File: src/hw/rtl/fds_pkg.sv
// Shared types and constants of the flash download sequencer.
// Used by every module of the block; depends on nothing else.
`timescale 1ns / 1ps

package fds_pkg;

   localparam int PAGE_WORDS = 256;
   localparam int WIP_W      = $clog2(PAGE_WORDS);
   localparam logic [WIP_W-1:0] WIP_LAST   = WIP_W'(PAGE_WORDS - 1);
   localparam logic [31:0]      PAGE_BYTES = 32'(4 * PAGE_WORDS);

   localparam int ID_W       = 11;
   localparam int WORD_W     = 32;
   localparam int CSR_IDX_W  = 3;
   localparam int QUEUE_DEPTH = 4;

   typedef enum logic [CSR_IDX_W-1:0] {
      CSR_PROGRAM_ID  = 3'd0,
      CSR_UNLOCK_ID   = 3'd1,
      CSR_SIZE_ID     = 3'd2,
      CSR_TRANSFER_ID = 3'd3,
      CSR_EXIT_ID     = 3'd4,
      CSR_UNLOCK_KEY  = 3'd5,
      CSR_IMAGE_BASE  = 3'd6
   } csr_index_type;

   typedef enum logic [2:0] {
      KIND_PROGRAM  = 3'd0,
      KIND_UNLOCK   = 3'd1,
      KIND_SIZE     = 3'd2,
      KIND_TRANSFER = 3'd3,
      KIND_EXIT     = 3'd4,
      KIND_UNKNOWN  = 3'd5
   } kind_type;

   typedef enum logic [2:0] {
      STAGE_IDLE     = 3'd0,
      STAGE_PROGRAM  = 3'd1,
      STAGE_UNLOCKED = 3'd2,
      STAGE_SIZED    = 3'd3,
      STAGE_DONE     = 3'd4,
      STAGE_EXITED   = 3'd5
   } stage_type;

   typedef enum logic [1:0] {
      REPLY_POS  = 2'd0,
      REPLY_NEG  = 2'd1,
      REPLY_NONE = 2'd2
   } reply_type;

   typedef struct packed {
      logic [ID_W-1:0]   program_id;
      logic [ID_W-1:0]   unlock_id;
      logic [ID_W-1:0]   size_id;
      logic [ID_W-1:0]   transfer_id;
      logic [ID_W-1:0]   exit_id;
      logic [WORD_W-1:0] unlock_key;
      logic [WORD_W-1:0] image_base;
   } cfg_type;

   typedef struct packed {
      kind_type          kind;
      logic              key_match;
      logic [WORD_W-1:0] payload;
   } cmd_type;

   typedef struct packed {
      reply_type         reply;
      logic              write_valid;
      logic [WORD_W-1:0] write_address;
      logic [WORD_W-1:0] write_data;
      logic              page_commit;
      logic              launch;
   } rsp_type;

endpackage

File: src/hw/rtl/flash_download_sequencer.sv
// Flash download sequencer: classifies requests, queues them and runs the
// program / unlock / size / data / exit sequence. An accepted request goes
// into the queue, then into the result register; throughput is one item per
// cycle while results are not stalled, set by the back end's execute stage
// behind a 4-entry queue. Synchronous active-high reset restores the default
// identifiers, clears the key, base, sequence state, queue and result valid.
`timescale 1ns / 1ps

module flash_download_sequencer (
   input  logic                          clock,
   input  logic                          reset,
   input  logic                          csr_valid,
   output logic                          csr_ready,
   input  logic [fds_pkg::CSR_IDX_W-1:0] csr_index,
   input  logic [fds_pkg::WORD_W-1:0]    csr_data,
   input  logic                          req_tvalid,
   output logic                          req_tready,
   input  logic [31:0]                   req_tdata,  // [31:0] payload_word
   input  logic [10:0]                   req_tuser,  // [10:0] request_id
   output logic                          rsp_tvalid,
   input  logic                          rsp_tready,
   // [31:0] write_address, [63:32] write_data, [64] page_commit, [65] launch,
   // [71:66] zero
   output logic [71:0]                   rsp_tdata,
   output logic [2:0]                    rsp_tuser   // [1:0] reply, [2] write_valid
);

   fds_pkg::cfg_type cfg;
   fds_pkg::cmd_type push_cmd;
   fds_pkg::cmd_type head_cmd;
   fds_pkg::rsp_type rsp;
   logic             queue_full;
   logic             queue_not_empty;
   logic             push;
   logic             pop;

   fds_csr u_csr (
      .clock     (clock),
      .reset     (reset),
      .csr_valid (csr_valid),
      .csr_ready (csr_ready),
      .csr_index (csr_index),
      .csr_data  (csr_data),
      .cfg       (cfg)
   );

   fds_front u_front (
      .cfg        (cfg),
      .req_tvalid (req_tvalid),
      .req_tready (req_tready),
      .req_tdata  (req_tdata),
      .req_tuser  (req_tuser),
      .queue_full (queue_full),
      .push       (push),
      .push_cmd   (push_cmd)
   );

   fds_queue u_queue (
      .clock     (clock),
      .reset     (reset),
      .push      (push),
      .push_cmd  (push_cmd),
      .full      (queue_full),
      .pop       (pop),
      .not_empty (queue_not_empty),
      .head_cmd  (head_cmd)
   );

   fds_back u_back (
      .clock     (clock),
      .reset     (reset),
      .cfg       (cfg),
      .cmd_valid (queue_not_empty),
      .cmd       (head_cmd),
      .pop       (pop),
      .rsp_valid (rsp_tvalid),
      .rsp_ready (rsp_tready),
      .rsp       (rsp)
   );

   assign rsp_tdata = {6'b0, rsp.launch, rsp.page_commit, rsp.write_data, rsp.write_address};
   assign rsp_tuser = {rsp.write_valid, rsp.reply};

endmodule

File: src/hw/rtl/fds_csr.sv
// Configuration registers of the flash download sequencer.
// Depends on fds_pkg for the register indexes and the cfg_type bundle.
`timescale 1ns / 1ps

module fds_csr (
   input  logic                            clock,
   input  logic                            reset,
   input  logic                            csr_valid,
   output logic                            csr_ready,
   input  logic [fds_pkg::CSR_IDX_W-1:0]   csr_index,
   input  logic [fds_pkg::WORD_W-1:0]      csr_data,
   output fds_pkg::cfg_type                cfg
);

   fds_pkg::cfg_type cfg_ff, cfg_in;

   assign csr_ready = 1'b1;
   assign cfg       = cfg_ff;

   always_comb begin
      cfg_in = cfg_ff;
      if (csr_valid) begin
         case (fds_pkg::csr_index_type'(csr_index))
            fds_pkg::CSR_PROGRAM_ID:  cfg_in.program_id  = csr_data[fds_pkg::ID_W-1:0];
            fds_pkg::CSR_UNLOCK_ID:   cfg_in.unlock_id   = csr_data[fds_pkg::ID_W-1:0];
            fds_pkg::CSR_SIZE_ID:     cfg_in.size_id     = csr_data[fds_pkg::ID_W-1:0];
            fds_pkg::CSR_TRANSFER_ID: cfg_in.transfer_id = csr_data[fds_pkg::ID_W-1:0];
            fds_pkg::CSR_EXIT_ID:     cfg_in.exit_id     = csr_data[fds_pkg::ID_W-1:0];
            fds_pkg::CSR_UNLOCK_KEY:  cfg_in.unlock_key  = csr_data;
            fds_pkg::CSR_IMAGE_BASE:  cfg_in.image_base  = csr_data;
            default: ;
         endcase
      end
   end

   always_ff @(posedge clock) begin
      if (reset) begin
         cfg_ff.program_id  <= fds_pkg::ID_W'(1);
         cfg_ff.unlock_id   <= fds_pkg::ID_W'(2);
         cfg_ff.size_id     <= fds_pkg::ID_W'(3);
         cfg_ff.transfer_id <= fds_pkg::ID_W'(4);
         cfg_ff.exit_id     <= fds_pkg::ID_W'(5);
         cfg_ff.unlock_key  <= '0;
         cfg_ff.image_base  <= '0;
      end else begin
         cfg_ff <= cfg_in;
      end
   end

endmodule

File: src/hw/rtl/fds_front.sv
// Front end: accepts requests and classifies them by identifier.
// Depends on fds_pkg; feeds classified commands into fds_queue.
`timescale 1ns / 1ps

module fds_front (
   input  fds_pkg::cfg_type              cfg,
   input  logic                          req_tvalid,
   output logic                          req_tready,
   input  logic [fds_pkg::WORD_W-1:0]    req_tdata,
   input  logic [fds_pkg::ID_W-1:0]      req_tuser,
   input  logic                          queue_full,
   output logic                          push,
   output fds_pkg::cmd_type              push_cmd
);

   fds_pkg::kind_type kind;

   // The first matching register wins when identifiers are shared.
   always_comb begin
      if (req_tuser == cfg.program_id) begin
         kind = fds_pkg::KIND_PROGRAM;
      end else if (req_tuser == cfg.unlock_id) begin
         kind = fds_pkg::KIND_UNLOCK;
      end else if (req_tuser == cfg.size_id) begin
         kind = fds_pkg::KIND_SIZE;
      end else if (req_tuser == cfg.transfer_id) begin
         kind = fds_pkg::KIND_TRANSFER;
      end else if (req_tuser == cfg.exit_id) begin
         kind = fds_pkg::KIND_EXIT;
      end else begin
         kind = fds_pkg::KIND_UNKNOWN;
      end
   end

   assign req_tready         = ~queue_full;
   assign push               = req_tvalid & ~queue_full;
   assign push_cmd.kind      = kind;
   assign push_cmd.key_match = (req_tdata == cfg.unlock_key);
   assign push_cmd.payload   = req_tdata;

endmodule

File: src/hw/rtl/fds_queue.sv
// Short command queue between the front and back ends.
// Depends on fds_pkg for cmd_type and the queue depth.
`timescale 1ns / 1ps

module fds_queue (
   input  logic              clock,
   input  logic              reset,
   input  logic              push,
   input  fds_pkg::cmd_type  push_cmd,
   output logic              full,
   input  logic              pop,
   output logic              not_empty,
   output fds_pkg::cmd_type  head_cmd
);

   localparam int PTR_W = $clog2(fds_pkg::QUEUE_DEPTH);
   localparam int CNT_W = $clog2(fds_pkg::QUEUE_DEPTH + 1);

   fds_pkg::cmd_type entry_ff [fds_pkg::QUEUE_DEPTH];
   logic [PTR_W-1:0] wr_ptr_ff, wr_ptr_in;
   logic [PTR_W-1:0] rd_ptr_ff, rd_ptr_in;
   logic [CNT_W-1:0] count_ff, count_in;

   assign full      = (count_ff == CNT_W'(fds_pkg::QUEUE_DEPTH));
   assign not_empty = (count_ff != '0);
   assign head_cmd  = entry_ff[rd_ptr_ff];

   always_comb begin
      wr_ptr_in = push ? wr_ptr_ff + PTR_W'(1) : wr_ptr_ff;
      rd_ptr_in = pop  ? rd_ptr_ff + PTR_W'(1) : rd_ptr_ff;
      count_in  = count_ff;
      if (push && !pop) begin
         count_in = count_ff + CNT_W'(1);
      end else if (pop && !push) begin
         count_in = count_ff - CNT_W'(1);
      end
   end

   always_ff @(posedge clock) begin
      if (reset) begin
         wr_ptr_ff <= '0;
         rd_ptr_ff <= '0;
         count_ff  <= '0;
      end else begin
         wr_ptr_ff <= wr_ptr_in;
         rd_ptr_ff <= rd_ptr_in;
         count_ff  <= count_in;
      end
   end

   always_ff @(posedge clock) begin
      if (push) begin
         entry_ff[wr_ptr_ff] <= push_cmd;
      end
   end

endmodule

File: src/hw/rtl/fds_back.sv
// Back end: runs the download sequence on queued commands and holds the
// result register. Depends on fds_pkg.
`timescale 1ns / 1ps

module fds_back (
   input  logic                   clock,
   input  logic                   reset,
   input  fds_pkg::cfg_type       cfg,
   input  logic                   cmd_valid,
   input  fds_pkg::cmd_type       cmd,
   output logic                   pop,
   output logic                   rsp_valid,
   input  logic                   rsp_ready,
   output fds_pkg::rsp_type       rsp
);

   fds_pkg::stage_type           stage_ff, stage_in;
   logic [fds_pkg::WORD_W-1:0]   remaining_ff, remaining_in;
   logic [fds_pkg::WIP_W-1:0]    wip_ff, wip_in;
   logic [fds_pkg::WORD_W-1:0]   page_address_ff, page_address_in;
   logic                         rsp_valid_ff, rsp_valid_in;
   fds_pkg::rsp_type             rsp_ff, rsp_in;
   logic                         exec;
   logic [fds_pkg::WORD_W-1:0]   remaining_dec;
   logic [fds_pkg::WORD_W-1:0]   word_address;

   // A command executes whenever the result register is free or being drained.
   assign exec = cmd_valid & (~rsp_valid_ff | rsp_ready);
   assign pop  = exec;

   assign remaining_dec = (remaining_ff > 32'd4) ? remaining_ff - 32'd4 : '0;
   assign word_address  = page_address_ff
                        + {{(fds_pkg::WORD_W - fds_pkg::WIP_W - 2){1'b0}}, wip_ff, 2'b00};

   // Next stage.
   always_comb begin
      stage_in = stage_ff;
      if (exec) begin
         case (cmd.kind)
            fds_pkg::KIND_PROGRAM: begin
               stage_in = (stage_ff == fds_pkg::STAGE_IDLE) ? fds_pkg::STAGE_PROGRAM
                                                            : fds_pkg::STAGE_IDLE;
            end
            fds_pkg::KIND_UNLOCK: begin
               stage_in = (stage_ff == fds_pkg::STAGE_PROGRAM && cmd.key_match)
                        ? fds_pkg::STAGE_UNLOCKED : fds_pkg::STAGE_IDLE;
            end
            fds_pkg::KIND_SIZE: begin
               if (stage_ff == fds_pkg::STAGE_UNLOCKED) begin
                  stage_in = fds_pkg::STAGE_SIZED;
               end
            end
            fds_pkg::KIND_TRANSFER: begin
               if (stage_ff == fds_pkg::STAGE_SIZED && remaining_dec == '0) begin
                  stage_in = fds_pkg::STAGE_DONE;
               end
            end
            fds_pkg::KIND_EXIT: begin
               if (stage_ff == fds_pkg::STAGE_DONE) begin
                  stage_in = fds_pkg::STAGE_EXITED;
               end
            end
            default: ;
         endcase
      end
   end

   // Result fields and the datapath registers.
   always_comb begin
      remaining_in    = remaining_ff;
      wip_in          = wip_ff;
      page_address_in = page_address_ff;
      rsp_in          = rsp_ff;
      rsp_valid_in    = rsp_valid_ff & ~rsp_ready;
      if (exec) begin
         rsp_valid_in = 1'b1;
         rsp_in       = '0;
         rsp_in.reply = fds_pkg::REPLY_NEG;
         case (cmd.kind)
            fds_pkg::KIND_PROGRAM: begin
               if (stage_ff == fds_pkg::STAGE_IDLE) begin
                  page_address_in = cfg.image_base;
                  wip_in          = '0;
                  remaining_in    = '0;
                  rsp_in.reply    = fds_pkg::REPLY_POS;
               end
            end
            fds_pkg::KIND_UNLOCK: begin
               if (stage_ff == fds_pkg::STAGE_PROGRAM && cmd.key_match) begin
                  rsp_in.reply = fds_pkg::REPLY_POS;
               end
            end
            fds_pkg::KIND_SIZE: begin
               if (stage_ff == fds_pkg::STAGE_UNLOCKED) begin
                  remaining_in = cmd.payload;
                  rsp_in.reply = fds_pkg::REPLY_POS;
               end
            end
            fds_pkg::KIND_TRANSFER: begin
               if (stage_ff == fds_pkg::STAGE_SIZED) begin
                  rsp_in.reply         = fds_pkg::REPLY_POS;
                  rsp_in.write_valid   = 1'b1;
                  rsp_in.write_address = word_address;
                  rsp_in.write_data    = cmd.payload;
                  remaining_in         = remaining_dec;
                  if (wip_ff == fds_pkg::WIP_LAST) begin
                     rsp_in.page_commit = 1'b1;
                     page_address_in    = page_address_ff + fds_pkg::PAGE_BYTES;
                     wip_in             = '0;
                  end else begin
                     wip_in = wip_ff + fds_pkg::WIP_W'(1);
                  end
               end
            end
            fds_pkg::KIND_EXIT: begin
               if (stage_ff == fds_pkg::STAGE_DONE) begin
                  rsp_in.reply  = fds_pkg::REPLY_POS;
                  rsp_in.launch = 1'b1;
               end
            end
            default: begin
               rsp_in.reply = fds_pkg::REPLY_NONE;
            end
         endcase
      end
   end

   always_ff @(posedge clock) begin
      if (reset) begin
         stage_ff        <= fds_pkg::STAGE_IDLE;
         remaining_ff    <= '0;
         wip_ff          <= '0;
         page_address_ff <= '0;
         rsp_valid_ff    <= 1'b0;
      end else begin
         stage_ff        <= stage_in;
         remaining_ff    <= remaining_in;
         wip_ff          <= wip_in;
         page_address_ff <= page_address_in;
         rsp_valid_ff    <= rsp_valid_in;
      end
   end

   always_ff @(posedge clock) begin
      rsp_ff <= rsp_in;
   end

   assign rsp_valid = rsp_valid_ff;
   assign rsp       = rsp_ff;

   a_commit_needs_write: assert property (@(posedge clock) disable iff (reset)
      rsp_valid_ff && rsp_ff.page_commit |-> rsp_ff.write_valid)
      else $error("page commit without a flash write");

   a_write_is_positive: assert property (@(posedge clock) disable iff (reset)
      rsp_valid_ff && rsp_ff.write_valid |-> rsp_ff.reply == fds_pkg::REPLY_POS)
      else $error("flash write on a rejected item");

   a_launch_enters_exit: assert property (@(posedge clock) disable iff (reset)
      exec && stage_in == fds_pkg::STAGE_EXITED && stage_ff != fds_pkg::STAGE_EXITED
      |=> rsp_valid_ff && rsp_ff.launch)
      else $error("exit stage entered without launch");

   a_hold_on_stall: assert property (@(posedge clock) disable iff (reset)
      !exec |=> $stable(stage_ff) && $stable(remaining_ff) && $stable(page_address_ff))
      else $error("sequence state moved without an executed item");

endmodule

File: config.mk
export PLATFORM = sky130hd
export DESIGN_NAME = flash_download_sequencer
export DESIGN_NICKNAME = d
export VERILOG_FILES = /design/src/hw/rtl/fds_pkg.sv /design/src/hw/rtl/flash_download_sequencer.sv /design/src/hw/rtl/fds_csr.sv /design/src/hw/rtl/fds_front.sv /design/src/hw/rtl/fds_queue.sv /design/src/hw/rtl/fds_back.sv
export SDC_FILE = /design/constraint.sdc
export NUM_CORES = 1
export LEC_CHECK = 0
export BUFFER_PORTS_ARGS = -buffer_cell sky130_fd_sc_hd__buf_2
export CORE_MARGIN = 2
export CORE_UTILIZATION = 30
export CTS_BUF_LIST = sky130_fd_sc_hd__clkbuf_2 sky130_fd_sc_hd__clkbuf_4 sky130_fd_sc_hd__clkbuf_8
export DETAILED_ROUTE_END_ITERATION = 7
export GPL_TIMING_DRIVEN = 0
export PLACE_DENSITY_LB_ADDON = 0.08
export SETUP_SLACK_MARGIN = 0.2
export SYNTH_ARGS = -nofsm -noshare
export SYNTH_HDL_FRONTEND = slang
export SYNTH_SLANG_ARGS = --single-unit
File: constraint.sdc
create_clock -name clock -period 7.5 [get_ports clock]
set_input_delay 1.5 -clock clock [delete_from_list [all_inputs] [get_ports clock]]
set_output_delay 1.5 -clock clock [all_outputs]
set_load 0.005 [all_outputs]
; Word level (Yosys, flattened, before mapping)
; Memory sizes are Yosys's and may differ from the RTL's. A register that Yosys moved wholly into a read port is not among the register bits.
; Index checks and enable logic that the tools add are counted.
[classes]
add_sub_neg = 8
order_cmp = 1
eq_ne = 28
mux = 39
bitwise = 7
reduce_logical = 27
[op_table]
columns = cell, n
row1 = two-way mux 32 bit, 7
row2 = one-hot mux 32 bit (3 select lines), 1
row3 = two-way mux 67 bit, 1
row4 = one-hot mux 32 bit (2 select lines), 1
row5 = equality test 11 bit, 5
row6 = adder 32 x 10 -> 32 bit, 1
row7 = adder 32 x 11 -> 32 bit (second input constant), 1
row8 = equality test 32 bit, 1
row9 = greater-than comparator 32 x 3 -> 1 bit (second input constant), 1
row10 = logical NOT 32 bit, 1
row11 = subtractor 32 x 3 -> 32 bit (second input constant), 1
row12 = two-way mux 3 bit, 9
row13 = two-way mux 8 bit, 3
row14 = equality test 3 x 2 -> 1 bit (second input constant), 6
row15 = equality test 3 bit (second input constant), 6
row16 = one-hot mux 8 bit (2 select lines), 1
row17 = AND reduction 2 bit, 8
row18 = one-hot mux 3 bit (5 select lines), 1
row19 = AND reduction 5 bit, 3
row20 = != test 2 x 1 -> 1 bit (second input constant), 6
row21 = two-way mux 1 bit, 11
row22 = one-hot mux 2 bit (5 select lines), 1
row23 = equality test 3 x 1 -> 1 bit (second input constant), 3
row24 = logical NOT 3 bit, 3
row25 = 15 further kinds, 28
[totals]
register_bits = 271
ramBits = 144
in_bits = 83
output_inout_bits = 78
elab_cells = 132
mem_count = 1
[memory_table]
columns = memory, words, width, read_ports, rd_ports_with_merged_regs, wr, line_no
row1 = u_queue.entry_ff, 4, 36, 1, 1, 1, fds_queue.sv:19  ; fds_pkg::cmd_type entry_ff [fds_pkg::QUEUE_DEPTH];

; Depth between registers and ports, before layout
[depth]
ltp_word = 7
depth_mapped = 12
mapped_depth_nobuf = 11

; By module
; From an unflattened synthesis, not the netlist that was laid out.
[hier_totals]
cells_unflattened = 1729
area_unflattened_um2 = 19677.6
[by_module_without_submodules]
columns = module, n_inst, cells_each, area_each_um2, seq_area_each_um2
row1 = fds_back, 1, 883, 7805.0, 3593.4
row2 = fds_queue, 1, 232, 5679.2, 4504.3
row3 = fds_csr, 1, 438, 4793.3, 2382.3
row4 = fds_front, 1, 169, 1351.3, 0.0
row5 = flash_download_sequencer, 1, 7, 48.8, 0.0

; Least setup slack after synthesis
; Ideal clock, no wire load.
[synth_path]
kind = input -> register
from = input rsp_tready
to = register u_back.page_address_ff[30] in the netlist's numbering
setup_time_ps = 125
arrival_time_ps = 6938
required_time_ps = 7375
slack_ps = 437
stages = 9
path_buffers = 1
path_cell_list = inv_1 > a21oi_1 > nand2b_1 > nor3_2 > a21boi_1 > buf_2 > a21bo_1 > a22oi_1 > nor2_1
[synth_via]
elab_chain_cells = 3
[synth_lines]
columns = element, line_no
row1 = "start, declared", flash_download_sequencer.sv:21  ; input logic rsp_tready,
row2 = bitwise OR 1 bit, fds_back.sv:28  ; assign exec = cmd_valid & (~rsp_valid_ff | rsp_ready);
row3 = bitwise AND 1 bit, fds_back.sv:28
row4 = net pop, flash_download_sequencer.sv:35  ; logic pop;
row5 = AND reduction 5 bit (no source line), n/a
row6 = "end signal, assigned", fds_back.sv:139  ; page_address_ff <= page_address_in;
row7 = "end, declared", fds_back.sv:20  ; logic [fds_pkg::WORD_W-1:0] page_address_ff, page_address_in;
; The timed path passes the listed nets, and every way through them passes these cells.
; A chain may end at the register's enable or synchronous reset.

; Final worst setup path
[layout_path]
from = input rsp_tready
to = register u_back.page_address_ff[27] in the netlist's numbering
; Same word-level chain as after synthesis.

==> key figures <==
Timing
  – Period utilization: 0.481
  – Worst relative slew slack: 0.325
  – Slew @ Worst Pin: 1.01 ns
  – RSZ-0062 raised after global routing: no
  – Hold WS: 0.455 ns
  – Setup-failing EPs final: 0
  – Final hold vios: 0
  – Final max-slew violation count: 0
  – Setup Skew: 0.0304 ns
  – Min Tclk post-route: 3.61 ns
  – Max Freq: 277 MHz

Floorplan
  – Core Rows: 91
  – Core Area: 61500 um^2
  – Chip height: 253 um
  – Die Area: 64100 um^2
  – Initial core utilization: 0.303
  – Die X: 253 um
  – IO Pins: 161

Drt
  – Drt wl/cell: 21.9 um
  – Vias: 14300
  – Remaining DRCs: 0
  – Drt first pass iters: 4
  – Drt total wl: 62.8 mm
  – Mean number of vias per cell: 4.96
  – DR iter-0 viols: 1006
  – Post-DRT Antenna Nets: 0

Synthesis
  – Syn_area_per_cell: 10.4 um^2
  – Ys flop type: edfxtp_1
  – Mapped Cells: 1786
  – Synthesis Warnings: 0
  – Post-synth EDFFs: 213
  – Synth cell types: 79
  – Synth Register Bits: 417
  – Seq/Total Area, Yosys: 0.563
  – Asr flop ratio synth: 0
  – Post-Syn Area: 18600 um^2

Final layout
  – # nets final: 2120
  – Seq. cell area: 10500 um^2
  – Multi-input logic area: 7560 um^2
  – Non-Filler Instances: 2873
  – Core occupancy in the finished layout: 0.360
  – Most frequent cells in the layout: nand2_1, edfxtp_1, dfxtp_1
  – Commonest non-fill, non-tap cell in the layout: nand2_1
  – Layout fillers: 6235
  – Syn-to-layout area delta: 18.8%
  – Layout cell share with drive strength beyond 1: 0.177

Placement
  – RD Place Congestion: 0.884
  – DP HPWL: 45.8 mm
  – IO Port Bufs: 141
  – Placed Instances: 2729

CTS
  – Hold buffer count at cts: 0
  – Post-CTS Setup Bufs: 0
  – Clk slew on worst S/H paths: 0.06 ns
  – Root buf cell: clkbuf_8
  – Cts repair resizes: 0
  – Number of CTS-inserted buffers: 77
  – CTS sink cnt: 417
  – CTS HTree Levels: 3
  – CTS tree: yes
  – CTS Buffer Depth: 3
  – Worst-Skew Late Latency: 0.67 ns

Critical path
  – Crit end category: register
  – Most common cell on crit path: buf_2
  – Worst Path Required: 8.09 ns
  – Setup CP Type: input pin to register
  – Crit path max fanout: 15
  – CP max-delay cell: nor3_2
  – Largest stage delay on the critical path: 0.59 ns
  – WP buf/inv: 5
  – Crit-path leading delay family: buffers and inverters
  – R2r setup slk: 3.90 ns
  – R2R Path End: u_back.page_address_ff[27]
  – R2r worst-path depth: 10
  – Crit-path cells: buf_2 > inv_1 > a21oi_4 > buf_16 > nand2b_1 > nor3_2 > a21boi_1 > buf_2 > buf_2 > a22oi_1 > nor2_1
  – Critical Path Start Type: input pin
  – WP data arrival: 4.20 ns

Worst hold path
  – Hold Path Stages: 2
  – Worst hold path type: register to register
  – Hold_sp: u_csr.cfg[4]
  – Hold path endpoint: u_csr.cfg[4]

Global routing
  – Largest net degree at the start of global routing: 31
  – Antenna violations before repair: 6
  – Overflow after GRT: 0
  – Number of global-route vias before repair: 13800
  – Gr usage total: 0.194
  – Global-route wire length before repair: 91.1 mm

Power
  – P_leak: 7.82 nW
  – Worst vdd ir: 116 uV
  – Power per cell area: 316 nW/um^2

Flow run
  – Max-Cap Viols: 0

Run status
  – Status: completed
## final cells by class
class / instances / area share
flip-flops and latches: 417 / 0.474
multi-input cells: 1228 / 0.342
clock inverters: 24 / 0.00831
diodes: 4 / 0.000453
inverters: 25 / 0.00424
repair buffers: 148 / 0.0386
well taps: 790 / 0.0447
plain buffers: 121 / 0.0237
clock buffers: 116 / 0.0645
## synth_stat cells, drive strengths merged (21+ instances only)
master	number	area (um^2)
a21oi	160	805
a22oi	29	218
and2	39	245
buf	24	146
clkbuf	95	358
dfxtp	204	4080
edfxtp	213	6400
inv	25	93.8
mux4	36	811
nand2	350	1310
nand3	29	145
nand4	22	138
nor2	108	405
nor3	56	285
nor4	29	221
o21ai	49	245
o31ai	21	158
xnor2	30	263
xor2	93	815
## worst reg2reg max path, cell delays in order, from the launching register on
cell	delay, ns
dfxtp_1	0.32
buf_4	0.23
mux4_2	0.68
xor2_1	0.33
a211oi_2	0.12
nor3_2	0.63
a21boi_1	0.35
buf_2	0.31
buf_2	0.32
a22oi_1	0.14
nor2_1	0.10
## cells by family after synthesis
group,after synthesis,synth area share
mux,42,0.0468
xor+xnor,123,0.0579
compound gates,330,0.109
fa+ha+maj,19,0.0136
other cells,2,0.000403
flops,417,0.563
buf+inv,146,0.0332
simple gates,707,0.176
## per-stage QoR
step	worst slack [ns]	power [mW]	setup TNS [ns]	area, um^2
after floorplan	0.437	3.98	0	18600
after global placement	-3.04	4.73	-257.39	20300
after detailed placement	3.22	4.75	0	20500
after CTS	3.89	7.09	0	22100
after global routing	3.66	7.35	0	22100
final	3.89	6.99	0	22100
## flip-flops by register name, summed over array words and instances (netlist names), named ones only
register / count
u_queue.entry_ff: 144
u_back.wip_ff: 8
u_back.remaining_ff: 32
u_back.rsp_valid: 1
u_csr.cfg: 119
u_back.stage_ff: 3
u_queue.wr_ptr_ff: 2
u_back.page_address_ff: 32
u_back.rsp: 69
u_queue.count_ff: 3
u_queue.rd_ptr_ff: 2
## how the worst max path moves through the flow
stage | from | endpoint | slack, ns | cells past startpoint
finish | rsp_tready | u_back.page_address_ff[27] | 3.89 | 11
global route | register | u_back.page_address_ff[28] | 3.66 | 10
CTS | register | u_back.page_address_ff[27] | 3.89 | 10
detailed placement | rsp_tready | u_back.page_address_ff[28] | 3.22 | 11
global placement | rsp_tready | u_back.page_address_ff[28] | -3.04 | 10
floorplan | rsp_tready | u_back.page_address_ff[30] | 0.44 | 9
## power by group
group / leakage (nW) / switching (mW) / internal (mW)
clock network: 0.863 / 1.01 / 1.29
logic: 3.29 / 1.17 / 0.663
registers: 3.66 / 0.117 / 2.75
## layer usage
metal / track usage / vias to the layer above / wire length (um)
li1: - / 6836 / -
met1: 0.272 / 6995 / 29700
met4: 0.0561 / 4 / 1180
met3: 0.0323 / 83 / 2780
met2: 0.310 / 338 / 29200
met5: 0 / - / 17
No activity file was read; power rests on OpenSTA's default activity.
